<file path="config.mk">
export PLATFORM = sky130hd
export DESIGN_NAME = k_queues_shared_buffer_top_flat
export DESIGN_NICKNAME = d
export VERILOG_FILES = /design/src/rtl/ksb_pkg.sv /design/src/rtl/ksb_cmd_if.sv /design/src/rtl/ksb_ram.sv /design/src/rtl/k_queues_shared_buffer_top.sv /design/src/flat_wrapper.sv
export VERILOG_INCLUDE_DIRS = /design/src /design/src/rtl
export SDC_FILE = /design/constraint.sdc
export NUM_CORES = 2
export LEC_CHECK = 0
export ABC_AREA = 1
export BUFFER_PORTS_ARGS = -buffer_cell sky130_fd_sc_hd__buf_2
export CORE_ASPECT_RATIO = 0.8
export CORE_MARGIN = 5
export CORE_UTILIZATION = 35
export DETAILED_ROUTE_END_ITERATION = 8
export MAX_ROUTING_LAYER = met4
export SYNTH_ARGS = -nofsm -noshare
export SYNTH_HDL_FRONTEND = slang
export SYNTH_SLANG_ARGS = --single-unit
</file>
<file path="constraint.sdc">
create_clock -name i_clk -period 7.21 [get_ports i_clk]
set_input_delay 0.3605 -clock i_clk [delete_from_list [all_inputs] [get_ports i_clk]]
set_output_delay 0.3605 -clock i_clk [all_outputs]
set_load 0.01 [all_outputs]
</file>
<file path="src/rtl/k_queues_shared_buffer_top_macros.svh">
// Assertion macros shared by the RTL of the shared-buffer queue block.
// Included by the modules that carry concurrent assertions; depends on nothing.
`ifndef K_QUEUES_SHARED_BUFFER_TOP_MACROS_SVH
`define K_QUEUES_SHARED_BUFFER_TOP_MACROS_SVH

// Same-cycle implication, checked outside reset.
`define KSB_ASSERT_IMPL(label, clk, rst_n, ante, cons) \
    label: assert property (@(posedge clk) disable iff (!rst_n) (ante) |-> (cons)) \
        else $error("k_queues_shared_buffer: assertion failed");

// Next-cycle implication, checked outside reset.
`define KSB_ASSERT_NEXT(label, clk, rst_n, ante, cons) \
    label: assert property (@(posedge clk) disable iff (!rst_n) (ante) |=> (cons)) \
        else $error("k_queues_shared_buffer: assertion failed");

`endif

</file>
<file path="src/rtl/ksb_pkg.sv">
// Package of the shared-buffer queue block: widths, codes and state type.
// Used by the interfaces and the top level; depends on nothing.
package ksb_pkg;

    // Default sizes of the slot store and the queue table.
    localparam int SLOT_COUNT_DEF  = 64;
    localparam int QUEUE_COUNT_DEF = 8;

    // Fixed payload widths.
    localparam int DATA_W   = 32;
    localparam int STATUS_W = 2;

    // Command codes.
    localparam logic CMD_ENQ = 1'b0;
    localparam logic CMD_DEQ = 1'b1;

    // Status codes.
    localparam logic [STATUS_W-1:0] STATUS_OK    = 2'd0;
    localparam logic [STATUS_W-1:0] STATUS_FULL  = 2'd1;
    localparam logic [STATUS_W-1:0] STATUS_EMPTY = 2'd2;

    // Controller states.
    typedef enum logic [2:0] {
        S_INIT,
        S_IDLE,
        S_LOOK,
        S_LINK,
        S_POP,
        S_HOLD
    } t_state;

endpackage

</file>
<file path="src/rtl/ksb_cmd_if.sv">
// Command channel of the shared-buffer queue block: valid/ready plus payload.
// Depends on ksb_pkg for widths.
interface ksb_cmd_if #(
    parameter int QUEUE_COUNT = ksb_pkg::QUEUE_COUNT_DEF
);
    localparam int QW = (QUEUE_COUNT > 1) ? $clog2(QUEUE_COUNT) : 1;

    logic                              valid;
    logic                              ready;
    logic                              command;
    logic [QW-1:0]                     queue_index;
    logic signed [ksb_pkg::DATA_W-1:0] data_in;

    modport source (output valid, command, queue_index, data_in, input ready);
    modport sink   (input valid, command, queue_index, data_in, output ready);
endinterface

// Response channel of the shared-buffer queue block: valid/ready plus payload.
// Depends on ksb_pkg for widths.
interface ksb_rsp_if;
    logic                                valid;
    logic                                ready;
    logic [ksb_pkg::STATUS_W-1:0]        status;
    logic signed [ksb_pkg::DATA_W-1:0]   data_out;

    modport source (output valid, status, data_out, input ready);
    modport sink   (input valid, status, data_out, output ready);
endinterface

</file>
<file path="src/rtl/ksb_ram.sv">
// Generic simple dual-port RAM: one write port, one read port, registered read.
// Standalone; used for the slot store and the queue table.
module ksb_ram #(
    parameter int WIDTH = 8,
    parameter int DEPTH = 16
) (
    input  logic                                     i_clk,
    input  logic                                     i_we,
    input  logic [((DEPTH > 1) ? $clog2(DEPTH) : 1)-1:0] i_waddr,
    input  logic [WIDTH-1:0]                         i_wdata,
    input  logic [((DEPTH > 1) ? $clog2(DEPTH) : 1)-1:0] i_raddr,
    output logic [WIDTH-1:0]                         o_rdata
);

    logic [WIDTH-1:0] r_mem [DEPTH];
    logic [WIDTH-1:0] r_rdata;

    // Write port.
    always_ff @(posedge i_clk) begin
        if (i_we) begin
            r_mem[i_waddr] <= i_wdata;
        end
    end

    // Read port, registered; a same-address write returns old data.
    always_ff @(posedge i_clk) begin
        r_rdata <= r_mem[i_raddr];
    end

    assign o_rdata = r_rdata;

endmodule

</file>
<file path="src/rtl/k_queues_shared_buffer_top.sv">
// Top level of the shared-buffer queue block: controller, slot store, queue table.
// Depends on ksb_pkg, ksb_cmd_if, ksb_rsp_if, ksb_ram and the assertion macros.
//
// Usage: QUEUE_COUNT FIFO queues share SLOT_COUNT word slots kept on linked lists.
// Command channel i_cmd carries command (enqueue or dequeue), queue_index and
// data_in; a word is taken when valid and ready are both high. Response channel
// o_rsp carries status (ok, full, empty) and data_out, one word per command.
// Each command reads the queue table and the slot store, then, unless it reports full or empty, writes back.
// A full or empty report and an enqueue to an empty queue load the response
// register from the lookup step S_LOOK; an enqueue behind a tail and a dequeue
// load it from a further step, S_LINK or S_POP, since the slot store is read a
// second time at an address from the queue table, through its single read port.
// Commands are handled one at a time; a new command is taken as soon as the
// previous one has loaded its response, even while that response waits.
// After reset the block sweeps both memories to build the free list and empty
// the queues, with ready low.
// If the receiver stalls, the response register holds, the next command is
// still taken and then waits with its result until the register frees.
`include "k_queues_shared_buffer_top_macros.svh"

module k_queues_shared_buffer_top #(
    parameter int SLOT_COUNT  = ksb_pkg::SLOT_COUNT_DEF,
    parameter int QUEUE_COUNT = ksb_pkg::QUEUE_COUNT_DEF
) (
    input  logic       i_clk,
    input  logic       i_rst_n,
    ksb_cmd_if.sink    i_cmd,
    ksb_rsp_if.source  o_rsp
);

    localparam int DW       = ksb_pkg::DATA_W;
    localparam int SW       = ksb_pkg::STATUS_W;
    localparam int LW       = $clog2(SLOT_COUNT + 1);
    localparam int SAW      = $clog2(SLOT_COUNT);
    localparam int QAW      = (QUEUE_COUNT > 1) ? $clog2(QUEUE_COUNT) : 1;
    localparam int INIT_LEN = (SLOT_COUNT > QUEUE_COUNT) ? SLOT_COUNT : QUEUE_COUNT;
    localparam int IW       = $clog2(INIT_LEN);
    localparam logic [LW-1:0] NONE = LW'(SLOT_COUNT);

    // Link codes at or above SLOT_COUNT mean none.
    function automatic logic f_is_slot(input logic [LW-1:0] s);
        return s < NONE;
    endfunction

    // Registers.
    ksb_pkg::t_state    r_state, n_state;
    logic [IW-1:0]      r_init_cnt, n_init_cnt;
    logic [LW-1:0]      r_free_head, n_free_head;
    logic               r_cmd, n_cmd;
    logic [QAW-1:0]     r_q, n_q;
    logic [DW-1:0]      r_data, n_data;
    logic [LW-1:0]      r_idx, n_idx;
    logic [LW-1:0]      r_tail, n_tail;
    logic [SW-1:0]      r_res_status, n_res_status;
    logic [DW-1:0]      r_res_data, n_res_data;
    logic               r_out_valid, n_out_valid;
    logic [SW-1:0]      r_out_status, n_out_status;
    logic [DW-1:0]      r_out_data, n_out_data;

    // Memory ports.
    logic               slot_we;
    logic [SAW-1:0]     slot_waddr, slot_raddr;
    logic [LW+DW-1:0]   slot_wdata, slot_rdata;
    logic               queue_we;
    logic [QAW-1:0]     queue_waddr, queue_raddr;
    logic [2*LW-1:0]    queue_wdata, queue_rdata;

    // Decoded read data and helpers.
    logic [LW-1:0]      rd_head, rd_tail, rd_link;
    logic [DW-1:0]      rd_word;
    logic               q_ok, link_tail, can_emit, accept;
    logic               fin;
    logic [SW-1:0]      fin_status;
    logic [DW-1:0]      fin_data;

    assign rd_head   = queue_rdata[2*LW-1:LW];
    assign rd_tail   = queue_rdata[LW-1:0];
    assign rd_link   = slot_rdata[LW+DW-1:DW];
    assign rd_word   = slot_rdata[DW-1:0];
    assign q_ok      = {1'b0, r_q} < (QAW+1)'(QUEUE_COUNT);
    assign link_tail = f_is_slot(rd_head) && f_is_slot(rd_tail);
    assign can_emit  = !r_out_valid || o_rsp.ready;
    assign accept    = i_cmd.valid && i_cmd.ready;

    assign i_cmd.ready    = (r_state == ksb_pkg::S_IDLE);
    assign o_rsp.valid    = r_out_valid;
    assign o_rsp.status   = r_out_status;
    assign o_rsp.data_out = r_out_data;

    // Slot store: {link, word} per slot.
    ksb_ram #(
        .WIDTH (LW + DW),
        .DEPTH (SLOT_COUNT)
    ) u_slot_ram (
        .i_clk   (i_clk),
        .i_we    (slot_we),
        .i_waddr (slot_waddr),
        .i_wdata (slot_wdata),
        .i_raddr (slot_raddr),
        .o_rdata (slot_rdata)
    );

    // Queue table: {head, tail} per queue.
    ksb_ram #(
        .WIDTH (2 * LW),
        .DEPTH (QUEUE_COUNT)
    ) u_queue_ram (
        .i_clk   (i_clk),
        .i_we    (queue_we),
        .i_waddr (queue_waddr),
        .i_wdata (queue_wdata),
        .i_raddr (queue_raddr),
        .o_rdata (queue_rdata)
    );

    // State and control registers.
    always_ff @(posedge i_clk) begin
        if (!i_rst_n) begin
            r_state     <= ksb_pkg::S_INIT;
            r_init_cnt  <= '0;
            r_free_head <= '0;
            r_out_valid <= 1'b0;
        end else begin
            r_state     <= n_state;
            r_init_cnt  <= n_init_cnt;
            r_free_head <= n_free_head;
            r_out_valid <= n_out_valid;
        end
    end

    // Payload registers.
    always_ff @(posedge i_clk) begin
        r_cmd        <= n_cmd;
        r_q          <= n_q;
        r_data       <= n_data;
        r_idx        <= n_idx;
        r_tail       <= n_tail;
        r_res_status <= n_res_status;
        r_res_data   <= n_res_data;
        r_out_status <= n_out_status;
        r_out_data   <= n_out_data;
    end

    // Next state, memory accesses and results.
    always_comb begin
        n_state      = r_state;
        n_init_cnt   = r_init_cnt;
        n_free_head  = r_free_head;
        n_cmd        = r_cmd;
        n_q          = r_q;
        n_data       = r_data;
        n_idx        = r_idx;
        n_tail       = r_tail;
        n_res_status = r_res_status;
        n_res_data   = r_res_data;
        n_out_valid  = r_out_valid && !o_rsp.ready;
        n_out_status = r_out_status;
        n_out_data   = r_out_data;

        slot_we      = 1'b0;
        slot_waddr   = r_idx[SAW-1:0];
        slot_wdata   = {NONE, r_data};
        slot_raddr   = r_free_head[SAW-1:0];
        queue_we     = 1'b0;
        queue_waddr  = r_q;
        queue_wdata  = {NONE, NONE};
        queue_raddr  = QAW'(i_cmd.queue_index);

        fin          = 1'b0;
        fin_status   = ksb_pkg::STATUS_OK;
        fin_data     = '0;

        case (r_state)
            // Sweep: slot i links to i+1, every queue empty.
            ksb_pkg::S_INIT: begin
                slot_we     = {1'b0, r_init_cnt} < (IW+1)'(SLOT_COUNT);
                slot_waddr  = r_init_cnt[SAW-1:0];
                slot_wdata  = {LW'(r_init_cnt) + LW'(1), DW'(0)};
                queue_we    = {1'b0, r_init_cnt} < (IW+1)'(QUEUE_COUNT);
                queue_waddr = r_init_cnt[QAW-1:0];
                queue_wdata = {NONE, NONE};
                if (r_init_cnt == IW'(INIT_LEN - 1)) begin
                    n_state = ksb_pkg::S_IDLE;
                end else begin
                    n_init_cnt = r_init_cnt + IW'(1);
                end
            end

            // Take a command; read its queue entry and the free-list head slot.
            ksb_pkg::S_IDLE: begin
                if (accept) begin
                    n_cmd   = i_cmd.command;
                    n_q     = QAW'(i_cmd.queue_index);
                    n_data  = i_cmd.data_in;
                    n_state = ksb_pkg::S_LOOK;
                end
            end

            // Queue entry and free slot are on the read ports.
            ksb_pkg::S_LOOK: begin
                if (r_cmd == ksb_pkg::CMD_ENQ) begin
                    if (!q_ok || !f_is_slot(r_free_head)) begin
                        fin        = 1'b1;
                        fin_status = ksb_pkg::STATUS_FULL;
                    end else begin
                        slot_we     = 1'b1;
                        slot_waddr  = r_free_head[SAW-1:0];
                        slot_wdata  = {NONE, r_data};
                        queue_we    = 1'b1;
                        queue_wdata = {(link_tail ? rd_head : r_free_head), r_free_head};
                        n_free_head = rd_link;
                        n_idx       = r_free_head;
                        n_tail      = rd_tail;
                        if (link_tail) begin
                            slot_raddr = rd_tail[SAW-1:0];
                            n_state    = ksb_pkg::S_LINK;
                        end else begin
                            fin = 1'b1;
                        end
                    end
                end else begin
                    if (!q_ok || !f_is_slot(rd_head)) begin
                        fin        = 1'b1;
                        fin_status = ksb_pkg::STATUS_EMPTY;
                        fin_data   = '1;
                    end else begin
                        slot_raddr = rd_head[SAW-1:0];
                        n_idx      = rd_head;
                        n_tail     = rd_tail;
                        n_state    = ksb_pkg::S_POP;
                    end
                end
            end

            // Old tail slot is on the read port: point its link at the new slot.
            ksb_pkg::S_LINK: begin
                slot_we    = 1'b1;
                slot_waddr = r_tail[SAW-1:0];
                slot_wdata = {r_idx, rd_word};
                fin        = 1'b1;
            end

            // Head slot is on the read port: unlink it and push it on the free list.
            ksb_pkg::S_POP: begin
                queue_we    = 1'b1;
                queue_wdata = f_is_slot(rd_link) ? {rd_link, r_tail} : {NONE, NONE};
                slot_we     = 1'b1;
                slot_waddr  = r_idx[SAW-1:0];
                slot_wdata  = {r_free_head, rd_word};
                n_free_head = r_idx;
                fin         = 1'b1;
                fin_data    = rd_word;
            end

            // Result waits for the response register.
            ksb_pkg::S_HOLD: begin
                if (can_emit) begin
                    n_out_valid  = 1'b1;
                    n_out_status = r_res_status;
                    n_out_data   = r_res_data;
                    n_state      = ksb_pkg::S_IDLE;
                end
            end

            default: begin
                n_state = ksb_pkg::S_IDLE;
            end
        endcase

        // A finished command loads the response register or parks its result.
        if (fin) begin
            n_res_status = fin_status;
            n_res_data   = fin_data;
            if (can_emit) begin
                n_out_valid  = 1'b1;
                n_out_status = fin_status;
                n_out_data   = fin_data;
                n_state      = ksb_pkg::S_IDLE;
            end else begin
                n_state = ksb_pkg::S_HOLD;
            end
        end
    end

    // An accepted word always goes on to the lookup step.
    `KSB_ASSERT_NEXT(a_accept_to_look, i_clk, i_rst_n, accept, r_state == ksb_pkg::S_LOOK)
    // A parked result only exists while the response register is occupied.
    `KSB_ASSERT_IMPL(a_hold_out_busy, i_clk, i_rst_n, r_state == ksb_pkg::S_HOLD, r_out_valid)
    // The relinked tail is never the slot just taken from the free list.
    `KSB_ASSERT_IMPL(a_link_not_self, i_clk, i_rst_n, r_state == ksb_pkg::S_LINK, r_tail != r_idx)
    // The free-list head is a slot or the none code, nothing beyond.
    `KSB_ASSERT_IMPL(a_free_head_range, i_clk, i_rst_n, r_state != ksb_pkg::S_INIT, r_free_head <= NONE)

endmodule

</file>
<file path="src/flat_wrapper.sv">
// flat-port wrapper written by rule: the top's interface ports become plain ports
module k_queues_shared_buffer_top_flat 
#(
    parameter int SLOT_COUNT  = ksb_pkg::SLOT_COUNT_DEF,
    parameter int QUEUE_COUNT = ksb_pkg::QUEUE_COUNT_DEF
)
  (i_clk, i_rst_n, i_cmd_valid, i_cmd_command, i_cmd_queue_index, i_cmd_data_in, i_cmd_ready, o_rsp_valid, o_rsp_status, o_rsp_data_out, o_rsp_ready);
  ksb_cmd_if #(.QUEUE_COUNT(QUEUE_COUNT)) i_cmd_i ();
  ksb_rsp_if o_rsp_i ();
  input  logic i_clk;
  input  logic i_rst_n;
  input wire logic [$bits(i_cmd_i.valid)-1:0] i_cmd_valid;
  input wire logic [$bits(i_cmd_i.command)-1:0] i_cmd_command;
  input wire logic [$bits(i_cmd_i.queue_index)-1:0] i_cmd_queue_index;
  input wire logic [$bits(i_cmd_i.data_in)-1:0] i_cmd_data_in;
  output wire logic [$bits(i_cmd_i.ready)-1:0] i_cmd_ready;
  output wire logic [$bits(o_rsp_i.valid)-1:0] o_rsp_valid;
  output wire logic [$bits(o_rsp_i.status)-1:0] o_rsp_status;
  output wire logic [$bits(o_rsp_i.data_out)-1:0] o_rsp_data_out;
  input wire logic [$bits(o_rsp_i.ready)-1:0] o_rsp_ready;
  assign i_cmd_i.valid = i_cmd_valid;
  assign i_cmd_i.command = i_cmd_command;
  assign i_cmd_i.queue_index = i_cmd_queue_index;
  assign i_cmd_i.data_in = i_cmd_data_in;
  assign i_cmd_ready = i_cmd_i.ready;
  assign o_rsp_valid = o_rsp_i.valid;
  assign o_rsp_status = o_rsp_i.status;
  assign o_rsp_data_out = o_rsp_i.data_out;
  assign o_rsp_i.ready = o_rsp_ready;
  k_queues_shared_buffer_top #(.SLOT_COUNT(SLOT_COUNT), .QUEUE_COUNT(QUEUE_COUNT)) u_core (.i_clk(i_clk), .i_rst_n(i_rst_n), .i_cmd(i_cmd_i), .o_rsp(o_rsp_i));
endmodule
</file>
; ---- Word-level counts from Yosys, hierarchy flattened
; Memory sizes are Yosys's and may differ from the RTL's. A register that Yosys moved wholly into a read port is not among the register bits.
; Cells that the tools add are included.
[totals]
out_inout_bits = 36
word_cells = 121
reg_bits = 135
memories = 2
ram_bits = 2608
[mem_list]
columns = memory, depth, word_bits, rd, rd_ports_with_merged_regs, wr, line
row1 = u_core.u_slot_ram.r_mem, 64, 39, 1, 1, 1, ksb_ram.sv:15  ; logic [WIDTH-1:0] r_mem [DEPTH];
row2 = u_core.u_queue_ram.r_mem, 8, 14, 1, 1, 1, ksb_ram.sv:15
[classes]
bitwise = 1
eq_ne = 16
muxes = 66
n_reduce_logical = 16
order_cmp = 5
n_addsub = 2
[op_table]
columns = cell, n
row1 = two-way mux 32 bit, 6
row2 = case mux 39 bit (3 select lines), 1
row3 = case mux 32 bit (2 select lines), 1
row4 = two-way mux 7 bit, 9
row5 = two-way mux 14 bit, 3
row6 = two-way mux 6 bit, 7
row7 = two-way mux 3 bit, 10
row8 = < comparator 7 bit (second input constant), 4
row9 = case mux 14 bit (2 select lines), 1
row10 = case mux 6 bit (3 select lines), 1
row11 = two-way mux 1 bit, 15
row12 = case mux 3 bit (5 select lines), 1
row13 = two-way mux 2 bit, 7
row14 = case mux 7 bit (2 select lines), 1
row15 = != test 4 x 1 -> 1 bit (second input constant), 2
row16 = adder 6 x 1 -> 7 bit (second input constant), 1
row17 = AND reduction 7 bit, 1
row18 = adder 6 x 1 -> 6 bit (second input constant), 1
row19 = == test 3 x 2 -> 1 bit (second input constant), 2
row20 = == test 3 bit (second input constant), 2
row21 = == test 6 bit (second input constant), 1
row22 = < comparator 6 x 4 -> 1 bit (second input constant), 1
row23 = != test 3 x 1 -> 1 bit (second input constant), 2
row24 = AND reduction 3 bit, 2
row25 = 16 further kinds, 24

; ---- Longest topological paths before layout
[logic_depth]
word_depth = 8
mapped_depth = 16
depth_no_buf = 14

; ---- By module
; A second synthesis with hierarchy kept.
[hier_totals]
cells_unflattened = 9531
hier_area_um2 = 112713.1
[by_module_without_submodules]
columns = module, area_per_inst_um2, cells_each, n_inst, seq_area_each_um2
row1 = ksb_ram at u_core.u_slot_ram, 101092.0, 8234, 1, 75732.6
row2 = k_queues_shared_buffer_top, 6358.6, 782, 1, 3543.4
row3 = ksb_ram at u_core.u_queue_ram, 5262.5, 515, 1, 3643.5

; ---- Worst setup path after synthesis
; No wires, ideal clock.
[synth_timing]
path_kind = reg-to-reg
start = register u_core.r_cmd
end = memory u_core.u_slot_ram.r_mem[32][0] (netlist name) (enable)
period_less_slack_ps = 4923
n_path_buf = 2
required_ps = 6726
setup_ps = 484
path_stages_with_launch = 12
setup_slack_ps = 2287
t_arrival_ps = 4439
path_cell_list = edfxtp_1 buf_2 nor2_1 inv_1 nor2_1 buf_2 a21oi_1 o21ai_1 inv_1 nor2_1 nand3_1 nor3_1
[synth_between]
elab_chain_cells = 4
[synth_lines]
columns = item, line
row1 = from (decl), k_queues_shared_buffer_top.sv:49  ; logic r_cmd, n_cmd;
row2 = from (signal assigned), k_queues_shared_buffer_top.sv:133  ; r_cmd <= n_cmd;
row3 = two-way mux 1 bit, k_queues_shared_buffer_top.sv:201  ; if (r_cmd == ksb_pkg::CMD_ENQ) begin
row4 = case mux 1 bit (2 select lines), k_queues_shared_buffer_top.sv:173  ; case (r_state)
row5 = two-way mux 1 bit, ksb_ram.sv:20  ; if (i_we) begin
row6 = two-way mux 1 bit (not written as such), ksb_ram.sv:21  ; r_mem[i_waddr] <= i_wdata;
row7 = to (decl), ksb_ram.sv:15
; Parallel ways exist; a longest one is shown, timed or not.

; ---- Final worst setup path
[layout_timing]
start = register u_core.r_cmd
end = memory u_core.u_slot_ram.r_mem[63][11] (netlist name) (enable)
; The elaborated chain is that of the path after synthesis.

==> out/metrics.cfg <==
[cts]
cts-root-buf=clkbuf_16
cts_made_buffers=287
cts_hold_buf=36
clk_pin_slew_ns=0.06
cts_setup_buffers=0
cts_resized=0
cts_buffer_depth=4
htreeDepth=5
clock_latency_ns=0.88
cts_tree=built
clock-sinks=2796

[pwr]
power.share.clock_pct=43.7
power.density_nw_per_um2=241
p_int_w=0.0261
p_leak_nw=52.1
p_comb_share_pct=1.9
vdd_drop_max_mv=0.206
power_w=0.0329
seqPwrFrac_pct=54.5
switching_power_w=0.00679
swShare_pct=20.7

[die]
die_y_um=536
die_width_um=667
dieArea_sq_um=357000
initial_core_util_pct=35.1
core-area_sq_um=345000
io_pins=76
row_count=193

[timing]
hold_violations=0
fmax_mhz=181
fin_crit_sh_pct=76.8
rsz0062_at_grt=no
fin_setup_tns_ns=0
setup_violations=0
worst_pin_slew_ns=1.27
period_needed_ns=5.54
fin_skew_ns=0.0336
final-max-slew-violation-count=0
slew_headroom_pct=15.0

[grt]
antenna_found_initial=8
track_usage_pct=19.7
grt_pass1_vias=76085
grt_max_degree=176
overflow=0
grt_pass1_wl_um=519000

[route]
viasPerCell=5.28
ant_nets=0
wl_per_cell_um=22.9
first_pass_iters=6
drt_iter0_markers=10304
route.vias.total=81768
drt_wl_total_um=355000
drc=0

[outcome]
status=finished, final reports clean

[final_layout]
mostFrequentLayoutCell=edfxtp_1
fin_area_sq_um=136000
postLayoutCoreUtil_pct=39.5
drive_above_1_share_pct=7.58
areaGrowthSynthToFinish_pct=12.7
nNetsFinal=10728
layout_common_cells=edfxtp_1, nand3_1, nand2_1

[setup_path]
worstSetupPathType=reg2reg
crit_path_end_kind=flip-flop
path_max_fanout=28
critical_path_arrival_ns=6.12
worstSetupStartpointType=flip-flop
worstPathRequired_ns=7.79

[logic_synthesis]
syn_area_sq_um=121000
ys_ff_latch=2796
ys_seq_area_share_pct=68.6
yosysWarnings=0
netlist_instances=10792
netlist-cell-type-count=38
syn_area_per_cell_sq_um=11.2
synthesis.nets=10833

[job]
drv_cap=0

[placement]
place_area_sq_um=127000
port_buffers=75
dp_hpwl_um=193000
globalplace.congestion=0.867

[min_path]
hp-class=in2reg

## power groups by stage
stage	clock network [W]	logic (W)	registers [W]
6_report	0.0143	0.000615	0.0179
5_1_grt	0.0152	0.000668	0.0179
4_1_cts	0.0145	0.000615	0.0179
3_5_place_dp	0	0.000597	0.0182
3_3_place_gp	0	0.000590	0.0182
2_1_floorplan	0	0.000289	0.0182
## through the flow
step                hold WS [ns]  setup WS (ns)  instances
global placement           0.428           1.89      14944
detailed placement         0.439           1.73      14944
floorplan                  0.409           2.29      10792
CTS                       0.0711           1.77      15486
global route              0.0921           1.41      15486
finish                     0.105           1.67      15491
## final cells by class
cell class              instances  area (sq um)
fillers                     32536        209000
well taps                    4582          5730
repair buffers                338          2920
flip-flops and latches       2796         82900
diodes                          5          12.5
clock buffers                 397          7980
inverters                    1511          5700
clock inverters               109           847
multi-input cells            5753         30100
## cells in the mapped netlist
cell	n	area, sq um
o22ai_1	25	156
nand3b_1	929	6970
o221ai_1	7	61.3
o41ai_1	1	8.76
nor2_2	2	12.5
o21ai_0	193	966
clkinv_1	2	7.51
a21oi_1	12	60.1
nand4_1	9	56.3
nor2_1	227	852
nand2_1	1589	5960
a31oi_1	46	288
a221oi_1	11	96.3
nor3_1	12	60.1
o21bai_1	1	7.51
nor2_4	2	22.5
nand2_2	1	6.26
inv_1	1498	5620
o21bai_4	1	18.8
o21ai_1	3	15.0
xor2_1	2	17.5
nand3_2	2	20.0
edfxtp_1	2692	80800
a22oi_1	1	7.51
inv_2	11	41.3
a21oi_2	1	8.76
ha_1	1	12.5
nand3_1	2668	13400
buf_2	311	1560
nand3_4	1	17.5
mux2i_1	3	30.0
or2_2	1	6.26
a2111oi_0	1	8.76
o21ai_2	1	8.76
dfxtp_1	104	2080
buf_1	98	368
buf_4	19	143
clkbuf_1	304	1140
## critical path: stages, from the launching register on
cell and delay, ns:
edfxtp_1 0.63, nor2_1 0.33, inv_1 0.08, nor2_1 0.68
inv_1 0.49, nand2_1 0.47, nand4_1 0.89, nor2_4 1.25
buf_4 0.38
## flip-flops by register name, summed over array words and instances (netlist names), 6 cells and up
name,flops
u_core.u_slot_ram.r_mem,2496
u_core.u_queue_ram.r_mem,112
u_core.u_slot_ram.o_rdata,39
u_core.o_rsp.data_out,32
u_core.r_data,32
u_core.r_res_data,32
u_core.u_queue_ram.o_rdata,14
u_core.r_free_head,7
u_core.r_idx,7
u_core.r_tail,7
u_core.r_init_cnt,6
## worst paths after layout
kind / startpoint / cells past startpoint / slack (ns) / to
setup reg to reg: u_core.r_cmd / 8 / 1.67 / u_core.u_slot_ram.r_mem[63][11]
hold / removal: i_cmd_queue_index[1] / 1 / 0.11 / u_core.r_q[1]
setup / recovery: u_core.r_cmd / 8 / 1.67 / u_core.u_slot_ram.r_mem[63][11]
hold reg to reg: u_core.u_queue_ram.o_rdata[4] / 0 / 0.46 / u_core.r_tail[4]
## layer usage
| layer | vias to the layer above | track usage, % | share of wire [%] |
|---|---|---|---|
| li1 | 37103 | - | - |
| met1 | 40387 | 28.3 | 44 |
| met2 | 3661 | 28.9 | 44 |
| met3 | 617 | 2.93 | 8.3 |
| met4 | 0 | 5.88 | 3.2 |
| met5 | - | - | 0 |
## logic make-up after synthesis
kind of cell,after synthesis,share of synthesized area [%]
and+or+nand+nor,5443,22.6
DFF,2796,68.6
buffers and inverters,2243,7.34
AOI/OAI and AO/OA,304,1.42
muxes,3,0.0248
xor gates and xnor gates,2,0.0145
adders and majority gates,1,0.0103
No activity file was read; power rests on OpenSTA's default activity.
